## config.mk

```make
export PLATFORM = sky130hd
export DESIGN_NAME = double_ended_queue
export DESIGN_NICKNAME = d
export VERILOG_FILES = /design/src/rtl/dq_pkg.sv /design/src/rtl/dq_ram.sv /design/src/rtl/dq_ctrl.sv /design/src/rtl/dq_datapath.sv /design/src/rtl/double_ended_queue.sv
export SDC_FILE = /design/constraint.sdc
export NUM_CORES = 1
export LEC_CHECK = 0
export ABC_AREA = 0
export BUFFER_PORTS_ARGS = -buffer_cell sky130_fd_sc_hd__buf_4
export CORE_MARGIN = 2
export CORE_UTILIZATION = 55
export DETAILED_ROUTE_END_ITERATION = 7
export PLACE_DENSITY = 0.76
export SYNTH_ARGS = -nofsm -noshare
export SYNTH_HDL_FRONTEND = slang
export SYNTH_SLANG_ARGS = --single-unit
```

## constraint.sdc

```tcl
create_clock -name clk_i -period 6.45 [get_ports clk_i]
set_input_delay 1.29 -clock clk_i [delete_from_list [all_inputs] [get_ports clk_i]]
set_output_delay 1.29 -clock clk_i [all_outputs]
set_load 0.01 [all_outputs]
```

## src/rtl/dq_pkg.sv

```systemverilog
package dq_pkg;

  typedef enum logic [1:0] {
    OP_PUSH_FRONT = 2'd0,
    OP_PUSH_BACK  = 2'd1,
    OP_READ       = 2'd2,
    OP_WRITE      = 2'd3
  } op_e;

  typedef enum logic [1:0] {
    ST_OK    = 2'd0,
    ST_RANGE = 2'd1,
    ST_FULL  = 2'd2
  } status_e;

  typedef struct packed {
    op_e         op;
    logic [3:0]  position;
    logic [31:0] value;
  } in_t;

  typedef struct packed {
    logic [31:0] read_data;
    status_e     status;
    logic [31:0] front_value;
    logic [31:0] back_value;
    logic [4:0]  element_count;
    logic        is_empty;
  } out_t;

  // controller to datapath
  typedef struct packed {
    logic latch_item;
    logic exec;
    logic load_out;
  } cmd_t;

endpackage

```

## src/rtl/dq_ram.sv

```systemverilog
module dq_ram #(
  parameter int WIDTH = 32,
  parameter int DEPTH = 16
) (
  input  logic                     clk_i,
  input  logic                     we_i,
  input  logic [$clog2(DEPTH)-1:0] waddr_i,
  input  logic [WIDTH-1:0]         wdata_i,
  input  logic                     re_i,
  input  logic [$clog2(DEPTH)-1:0] raddr_i,
  output logic [WIDTH-1:0]         rdata_o
);

  logic [WIDTH-1:0] mem_q [DEPTH];
  logic [WIDTH-1:0] rdata_q;

  always_ff @(posedge clk_i) begin
    if (we_i) begin
      mem_q[waddr_i] <= wdata_i;
    end
    if (re_i) begin
      rdata_q <= mem_q[raddr_i];
    end
  end

  assign rdata_o = rdata_q;

endmodule

```

## src/rtl/dq_ctrl.sv

```systemverilog
module dq_ctrl
  import dq_pkg::*;
(
  input  logic clk_i,
  input  logic rst_ni,
  input  logic in_valid_i,
  output logic in_stall_o,
  output logic out_valid_o,
  input  logic out_stall_i,
  output cmd_t cmd_o
);

  typedef enum logic [1:0] {
    S_IDLE,
    S_ACCESS,
    S_RESULT
  } state_e;

  state_e state_q, state_d;
  logic   out_valid_q, out_valid_d;
  logic   out_free;

  assign out_free = !out_valid_q || !out_stall_i;

  always_comb begin
    state_d          = state_q;
    out_valid_d      = out_valid_q && out_stall_i;
    cmd_o.latch_item = 1'b0;
    cmd_o.exec       = 1'b0;
    cmd_o.load_out   = 1'b0;
    unique case (state_q)
      S_IDLE: begin
        if (in_valid_i) begin
          cmd_o.latch_item = 1'b1;
          state_d          = S_ACCESS;
        end
      end
      S_ACCESS: begin
        cmd_o.exec = 1'b1;
        state_d    = S_RESULT;
      end
      S_RESULT: begin
        // wait here until the output register can take the item
        if (out_free) begin
          cmd_o.load_out = 1'b1;
          out_valid_d    = 1'b1;
          state_d        = S_IDLE;
        end
      end
      default: state_d = S_IDLE;
    endcase
  end

  always_ff @(posedge clk_i or negedge rst_ni) begin
    if (!rst_ni) begin
      state_q     <= S_IDLE;
      out_valid_q <= 1'b0;
    end else begin
      state_q     <= state_d;
      out_valid_q <= out_valid_d;
    end
  end

  assign in_stall_o  = (state_q != S_IDLE);
  assign out_valid_o = out_valid_q;

endmodule

```

## src/rtl/dq_datapath.sv

```systemverilog
module dq_datapath
  import dq_pkg::*;
#(
  parameter int CAPACITY   = 16,
  parameter int DATA_WIDTH = 32
) (
  input  logic clk_i,
  input  logic rst_ni,
  input  cmd_t cmd_i,
  input  in_t  in_i,
  output out_t out_o
);

  localparam int PW = $clog2(CAPACITY);
  localparam int CW = $clog2(CAPACITY + 1);
  localparam int MW = (PW > CW) ? PW : CW;
  localparam int AW = ((MW > 4) ? MW : 4) + 1;

  in_t                   item_q;
  logic [PW-1:0]         head_q, head_d;
  logic [CW-1:0]         count_q, count_d;
  logic [DATA_WIDTH-1:0] front_q, front_d;
  logic [DATA_WIDTH-1:0] back_q, back_d;
  status_e               status_q, status_d;
  logic                  rd_ok_q, rd_ok_d;
  out_t                  out_q, out_d;

  logic [AW-1:0]         pos_ext, cnt_ext, offset, sum, wrapped;
  logic [PW-1:0]         head_dec, slot;
  logic [DATA_WIDTH-1:0] wdata, rdata;
  logic                  full, empty, in_range, is_last, we;

  assign pos_ext  = AW'(item_q.position);
  assign cnt_ext  = AW'(count_q);
  assign full     = (count_q == CW'(CAPACITY));
  assign empty    = (count_q == '0);
  assign in_range = (pos_ext < cnt_ext);
  assign is_last  = (pos_ext == cnt_ext - AW'(1));
  assign offset   = (item_q.op == OP_PUSH_BACK) ? cnt_ext : pos_ext;
  // head plus offset stays below twice the capacity, one subtract wraps it
  assign sum      = AW'(head_q) + offset;
  assign wrapped  = (sum >= AW'(CAPACITY)) ? sum - AW'(CAPACITY) : sum;
  assign slot     = wrapped[PW-1:0];
  assign head_dec = (head_q == '0) ? PW'(CAPACITY - 1) : head_q - PW'(1);
  assign wdata    = DATA_WIDTH'(item_q.value);

  always_comb begin
    head_d   = head_q;
    count_d  = count_q;
    front_d  = front_q;
    back_d   = back_q;
    status_d = ST_OK;
    rd_ok_d  = 1'b0;
    we       = 1'b0;
    unique case (item_q.op)
      OP_PUSH_FRONT: begin
        if (full) begin
          status_d = ST_FULL;
        end else begin
          head_d  = head_dec;
          we      = 1'b1;
          front_d = wdata;
          if (empty) begin
            back_d = wdata;
          end
          count_d = count_q + CW'(1);
        end
      end
      OP_PUSH_BACK: begin
        if (full) begin
          status_d = ST_FULL;
        end else begin
          we     = 1'b1;
          back_d = wdata;
          if (empty) begin
            front_d = wdata;
          end
          count_d = count_q + CW'(1);
        end
      end
      OP_READ: begin
        if (!in_range) begin
          status_d = ST_RANGE;
        end else begin
          rd_ok_d = 1'b1;
        end
      end
      OP_WRITE: begin
        if (!in_range) begin
          status_d = ST_RANGE;
        end else begin
          we = 1'b1;
          if (pos_ext == '0) begin
            front_d = wdata;
          end
          if (is_last) begin
            back_d = wdata;
          end
        end
      end
      default: status_d = ST_OK;
    endcase
  end

  dq_ram #(
    .WIDTH(DATA_WIDTH),
    .DEPTH(CAPACITY)
  ) u_ram (
    .clk_i  (clk_i),
    .we_i   (we && cmd_i.exec),
    .waddr_i((item_q.op == OP_PUSH_FRONT) ? head_dec : slot),
    .wdata_i(wdata),
    .re_i   (cmd_i.exec),
    .raddr_i(slot),
    .rdata_o(rdata)
  );

  always_comb begin
    out_d.read_data     = rd_ok_q ? 32'(rdata) : '0;
    out_d.status        = status_q;
    out_d.front_value   = empty ? '0 : 32'(front_q);
    out_d.back_value    = empty ? '0 : 32'(back_q);
    out_d.element_count = 5'(count_q);
    out_d.is_empty      = empty;
  end

  always_ff @(posedge clk_i or negedge rst_ni) begin
    if (!rst_ni) begin
      head_q  <= '0;
      count_q <= '0;
    end else if (cmd_i.exec) begin
      head_q  <= head_d;
      count_q <= count_d;
    end
  end

  always_ff @(posedge clk_i) begin
    if (cmd_i.latch_item) begin
      item_q <= in_i;
    end
    if (cmd_i.exec) begin
      front_q  <= front_d;
      back_q   <= back_d;
      status_q <= status_d;
      rd_ok_q  <= rd_ok_d;
    end
    if (cmd_i.load_out) begin
      out_q <= out_d;
    end
  end

  assign out_o = out_q;

endmodule

```

## src/rtl/double_ended_queue.sv

```systemverilog
// an accepted item passes through the item register, the slot ram access with its
// registered read, and the load of the output register, which waits while the output stalls
// a new item is accepted only after the previous one is loaded into the output register
// the next item is taken while a finished result still waits in the output register
// reset clears head pointer, element count and handshake state; slot ram is not cleared
module double_ended_queue
  import dq_pkg::*;
#(
  parameter int CAPACITY   = 16,
  parameter int DATA_WIDTH = 32
) (
  input  logic clk_i,
  input  logic rst_ni,
  input  logic in_valid_i,
  output logic in_stall_o,
  input  in_t  in_i,
  output logic out_valid_o,
  input  logic out_stall_i,
  output out_t out_o
);

  cmd_t cmd;

  dq_ctrl u_ctrl (
    .clk_i      (clk_i),
    .rst_ni     (rst_ni),
    .in_valid_i (in_valid_i),
    .in_stall_o (in_stall_o),
    .out_valid_o(out_valid_o),
    .out_stall_i(out_stall_i),
    .cmd_o      (cmd)
  );

  dq_datapath #(
    .CAPACITY  (CAPACITY),
    .DATA_WIDTH(DATA_WIDTH)
  ) u_datapath (
    .clk_i (clk_i),
    .rst_ni(rst_ni),
    .cmd_i (cmd),
    .in_i  (in_i),
    .out_o (out_o)
  );

  // one item in flight: an accepted item blocks the input on the next cycle
  assert property (@(posedge clk_i) disable iff (!rst_ni)
    (in_valid_i && !in_stall_o) |=> in_stall_o)
    else $error("input taken while an item is in flight");

  // an empty deque reports zero front and back
  assert property (@(posedge clk_i) disable iff (!rst_ni)
    (out_valid_o && out_o.is_empty) |->
      (out_o.front_value == '0 && out_o.back_value == '0))
    else $error("front or back nonzero on empty deque");

  // only an in-range read returns data
  assert property (@(posedge clk_i) disable iff (!rst_ni)
    (out_valid_o && out_o.status != ST_OK) |-> (out_o.read_data == '0))
    else $error("read data on failed item");

endmodule

```

==> results.json <==
{
  "status": "finished, final reports clean",
  "synth_xor_area_frac": 0.003373,
  "crit_path_cell_trace": "nand2b_2, nand2_1, o21ai_0, ha_4, fa_4, nand3b_1, o31ai_1, nand3_1, a21oi_4, buf_4",
  "core_um2": 51300,
  "ys_top_cells_by_area": "edfxtp_1 (79%), mux4_2 (10%), mux2i_1 (3.3%)",
  "area_delta_synth_final_pct": 16.14,
  "rsz0062_at_grt": "no",
  "cp_max_fo": 69,
  "die-area_um2": 53780,
  "clock-sinks": 765,
  "yosys.area_share.simple": 0.03368,
  "tightest_slew_ns": 1.120,
  "worstPathRequired_ns": 6.72,
  "ff2ff_path_depth": 10,
  "setup_slack_ns": 1.417,
  "post_cts.repair.setup_buffers": 0,
  "finClkSkew_ns": 0.01407,
  "async_reset_ff_frac": 0.01569,
  "leakage_nw": 11.06,
  "grt_max_degree": 70,
  "crit_path_start_kind": "flop",
  "report.power.total_mw": 15.88,
  "synth_area_um2": 28570,
  "path_class": "reg -> reg",
  "drt_iter0_drc": 1458,
  "die_x_um": 231.9,
  "slowest_stage": "fa_4",
  "start_util": 0.5568,
  "relSlewSlack": 0.2531,
  "postSynthCellCount": 1291,
  "ys_seq_area_frac": 0.8021,
  "routedWlPerCell_um": 25.81,
  "grtUsageTotal": 0.2193,
  "utilization": 0.6467,
  "cts-resized-gates": 0,
  "cpPeakStageDelay_ns": 1.52,
  "drive_gt1_frac": 0.2847,
  "crit_family": "adder cells",
  "diodes": 0,
  "gp_congestion": 0.7884,
  "synthDistinctLibCells": 46,
  "num_rows": 83,
  "clk_path_buf_depth": 3,
  "ys_ff_latch": 765,
  "final.period_utilization": 0.7803,
  "hpwlAfterDp_mm": 31.85,
  "powerDensity_nw_per_um2": 478.5,
  "tns_ns": 0,
  "io-pin-count": 148,
  "synth_compound_area_frac": 0.01139,
  "antenna_found_initial": 0,
  "grt_pass1_wl_mm": 86.18,
  "max_freq_mhz": 198.7,
  "cts_hold_buffers": 0,
  "min_path_cells": 0,
  "ys.flop_type": "edfxtp_1",
  "viasPerCell": 5.881,
  "first_pass_iters": 5,
  "synth.avg_cell_area_um2": 22.13,
  "hold_viol_final": 0,
  "slew_violations": 0,
  "cp_num_buf_inv": 1,
  "die_h_um": 231.9,
  "portBuffers": 147,
  "drv_cap": 0,
  "cts_tree": "done",
  "cts_buffers": 74,
  "synth_edf_count": 753,
  "wl_mm": 57.35,
  "peakVddDrop_v": 0.0004450,
  "grt_pass1_vias": 13610,
  "synth_top_family_by_area": "multiplexers",
  "synth_top_area_frac": 0.7916,
  "synth_fp_nets": 1344,
  "pre_cts_slack_ns": 1.431,
  "cp_data_arrival_time_ns": 5.31,
  "cts-root-buf": "clkbuf_16",
  "period_minus_slack_ns": 5.033,
  "nets": 1544,
  "cp-end-kind": "flop",
  "cts.clk_slew.worst_paths_ns": 0.06,
  "detail-route-antenna-nets": 0,
  "synth.mux.area_fraction": 0.1339,
  "synth_area_leader_cell": "edfxtp_1",
  "hp-class": "reg -> reg",
  "crit_cells": 10,
  "clock_latency_ns": 0.60,
  "nFillCells": 3340,
  "vias": 13070,
  "overflow": 0,
  "synthAdderAreaFrac": 0.005081,
  "drc": 0,
  "placedInstanceArea_um2": 30770,
  "ctsHtreeMaxLevel": 3,
  "fin_area_um2": 33180,
  "ys_warn_count": 0,
  "setup_viol": 0
}
-- flip-flops by register name (all words and copies together) (netlist names) --
| signal | count |
|---|---|
| u_datapath.status_q | 2 |
| u_datapath.u_ram.mem_q | 512 |
| u_datapath.out_o | 104 |
| u_datapath.rd_ok_q | 1 |
| u_datapath.wdata | 32 |
| u_datapath.count_q | 5 |
| u_datapath.back_q | 32 |
| u_ctrl.state_q | 2 |
| u_ctrl.out_valid_o | 1 |
| u_datapath.item_q | 6 |
| u_datapath.head_q | 4 |
| u_datapath.front_q | 32 |
| u_datapath.u_ram.rdata_o | 32 |
-- final timing paths --
path                                              from                           end  slack [ns]
worst max-delay path             u_datapath.item_q[37]  u_datapath.u_ram.mem_q[2][7]        1.42
worst min-delay path            u_datapath.status_q[0]          u_datapath.out_o[70]        0.43
worst max register to register   u_datapath.item_q[37]  u_datapath.u_ram.mem_q[2][7]        1.42
worst min register to register  u_datapath.status_q[0]          u_datapath.out_o[70]        0.43
max in group asynchronous                       rst_ni          u_datapath.head_q[3]        5.75
min in group asynchronous                       rst_ni          u_datapath.head_q[1]        0.53
-- worst reg2reg max path, cell delays in order, from the launching register on --
cell      delay, ns
edfxtp_1       0.53
nand2b_2       0.30
nand2_1        0.09
o21ai_0        0.13
ha_4           0.21
fa_4           1.52
nand3b_1       0.20
o31ai_1        0.14
nand3_1        0.39
a21oi_4        0.79
buf_4          0.41
-- layout make-up --
class / count / area, µm² / area share
clock buffers: 94 / 1969 / 0.05936
clock inverters: 33 / 442.9 / 0.01335
inverters: 11 / 41.29 / 0.001244
multi-input cells: 460 / 5618 / 0.1693
flip-flops and latches: 765 / 22910 / 0.6906
well taps: 680 / 850.8 / 0.02564
repair buffers: 179 / 1344 / 0.04050
-- layout by cell type, fill, tap and decap left out, drive strengths merged, types with 3 or more instances in the layout --
master	netlist	layout
nand2	21	21
dfrtp	12	12
mux4	128	128
o211ai	4	4
clkbuf	29	94
mux2i	93	93
buf	26	179
ha	10	10
clkinv	0	20
edfxtp	753	753
o31ai	3	3
o21ai	8	8
nand3	4	4
bufinv	0	11
nor3	6	6
or2	3	3
nor2	8	8
a21oi	25	25
nor2b	67	67
inv	11	12
xnor2	9	9
and2	34	34
nand2b	10	10
-- cell families (layout without fill, tap and decap cells) --
logic type	Yosys count	after routing
AO/OA/AOI/OAI	53	53
flip-flops	765	765
multiplexers	222	222
adder cells (fa/ha/maj)	11	11
AND/OR/NAND/NOR	163	163
buffers and inverters	66	317
XOR/XNOR	11	11
-- Yosys cell counts (6+ instances only) --
library cell	count
a21oi_1	25
and2_1	34
buf_2	21
clkbuf_1	29
dfrtp_1	12
edfxtp_1	753
ha_1	10
inv_1	11
mux2i_1	93
mux4_2	128
nand2_1	21
nand2b_1	9
nor2_1	7
nor2b_1	67
nor3_1	6
o21ai_0	8
xnor2_1	9
-- metrics by stage --
step | hold WS [ns] | instances
final | 0.4293 | 2222
after global routing | 0.4298 | 2222
after CTS | 0.4282 | 2222
after detailed placement | 0.4142 | 2095
after global placement | 0.4117 | 2095
after floorplan | 0.4003 | 1291
-- where the power goes --
part / internal [mW] / total (mW) / switching, mW
sequential: 6.32 / 6.64 / 0.315
combinational: 2.29 / 4.90 / 2.62
clock: 2.59 / 4.33 / 1.74
total: 11.2 / 15.9 / 4.67
-- metal layers --
metal	part of all wire	GRT usage	wire [µm]
met3	0.058	0.02947	3303
met1	0.40	0.3053	23160
met4	0.021	0.06791	1178
met2	0.52	0.3661	29710
met5	0	0	0
Note: power is estimated with default switching activity, not from simulation.
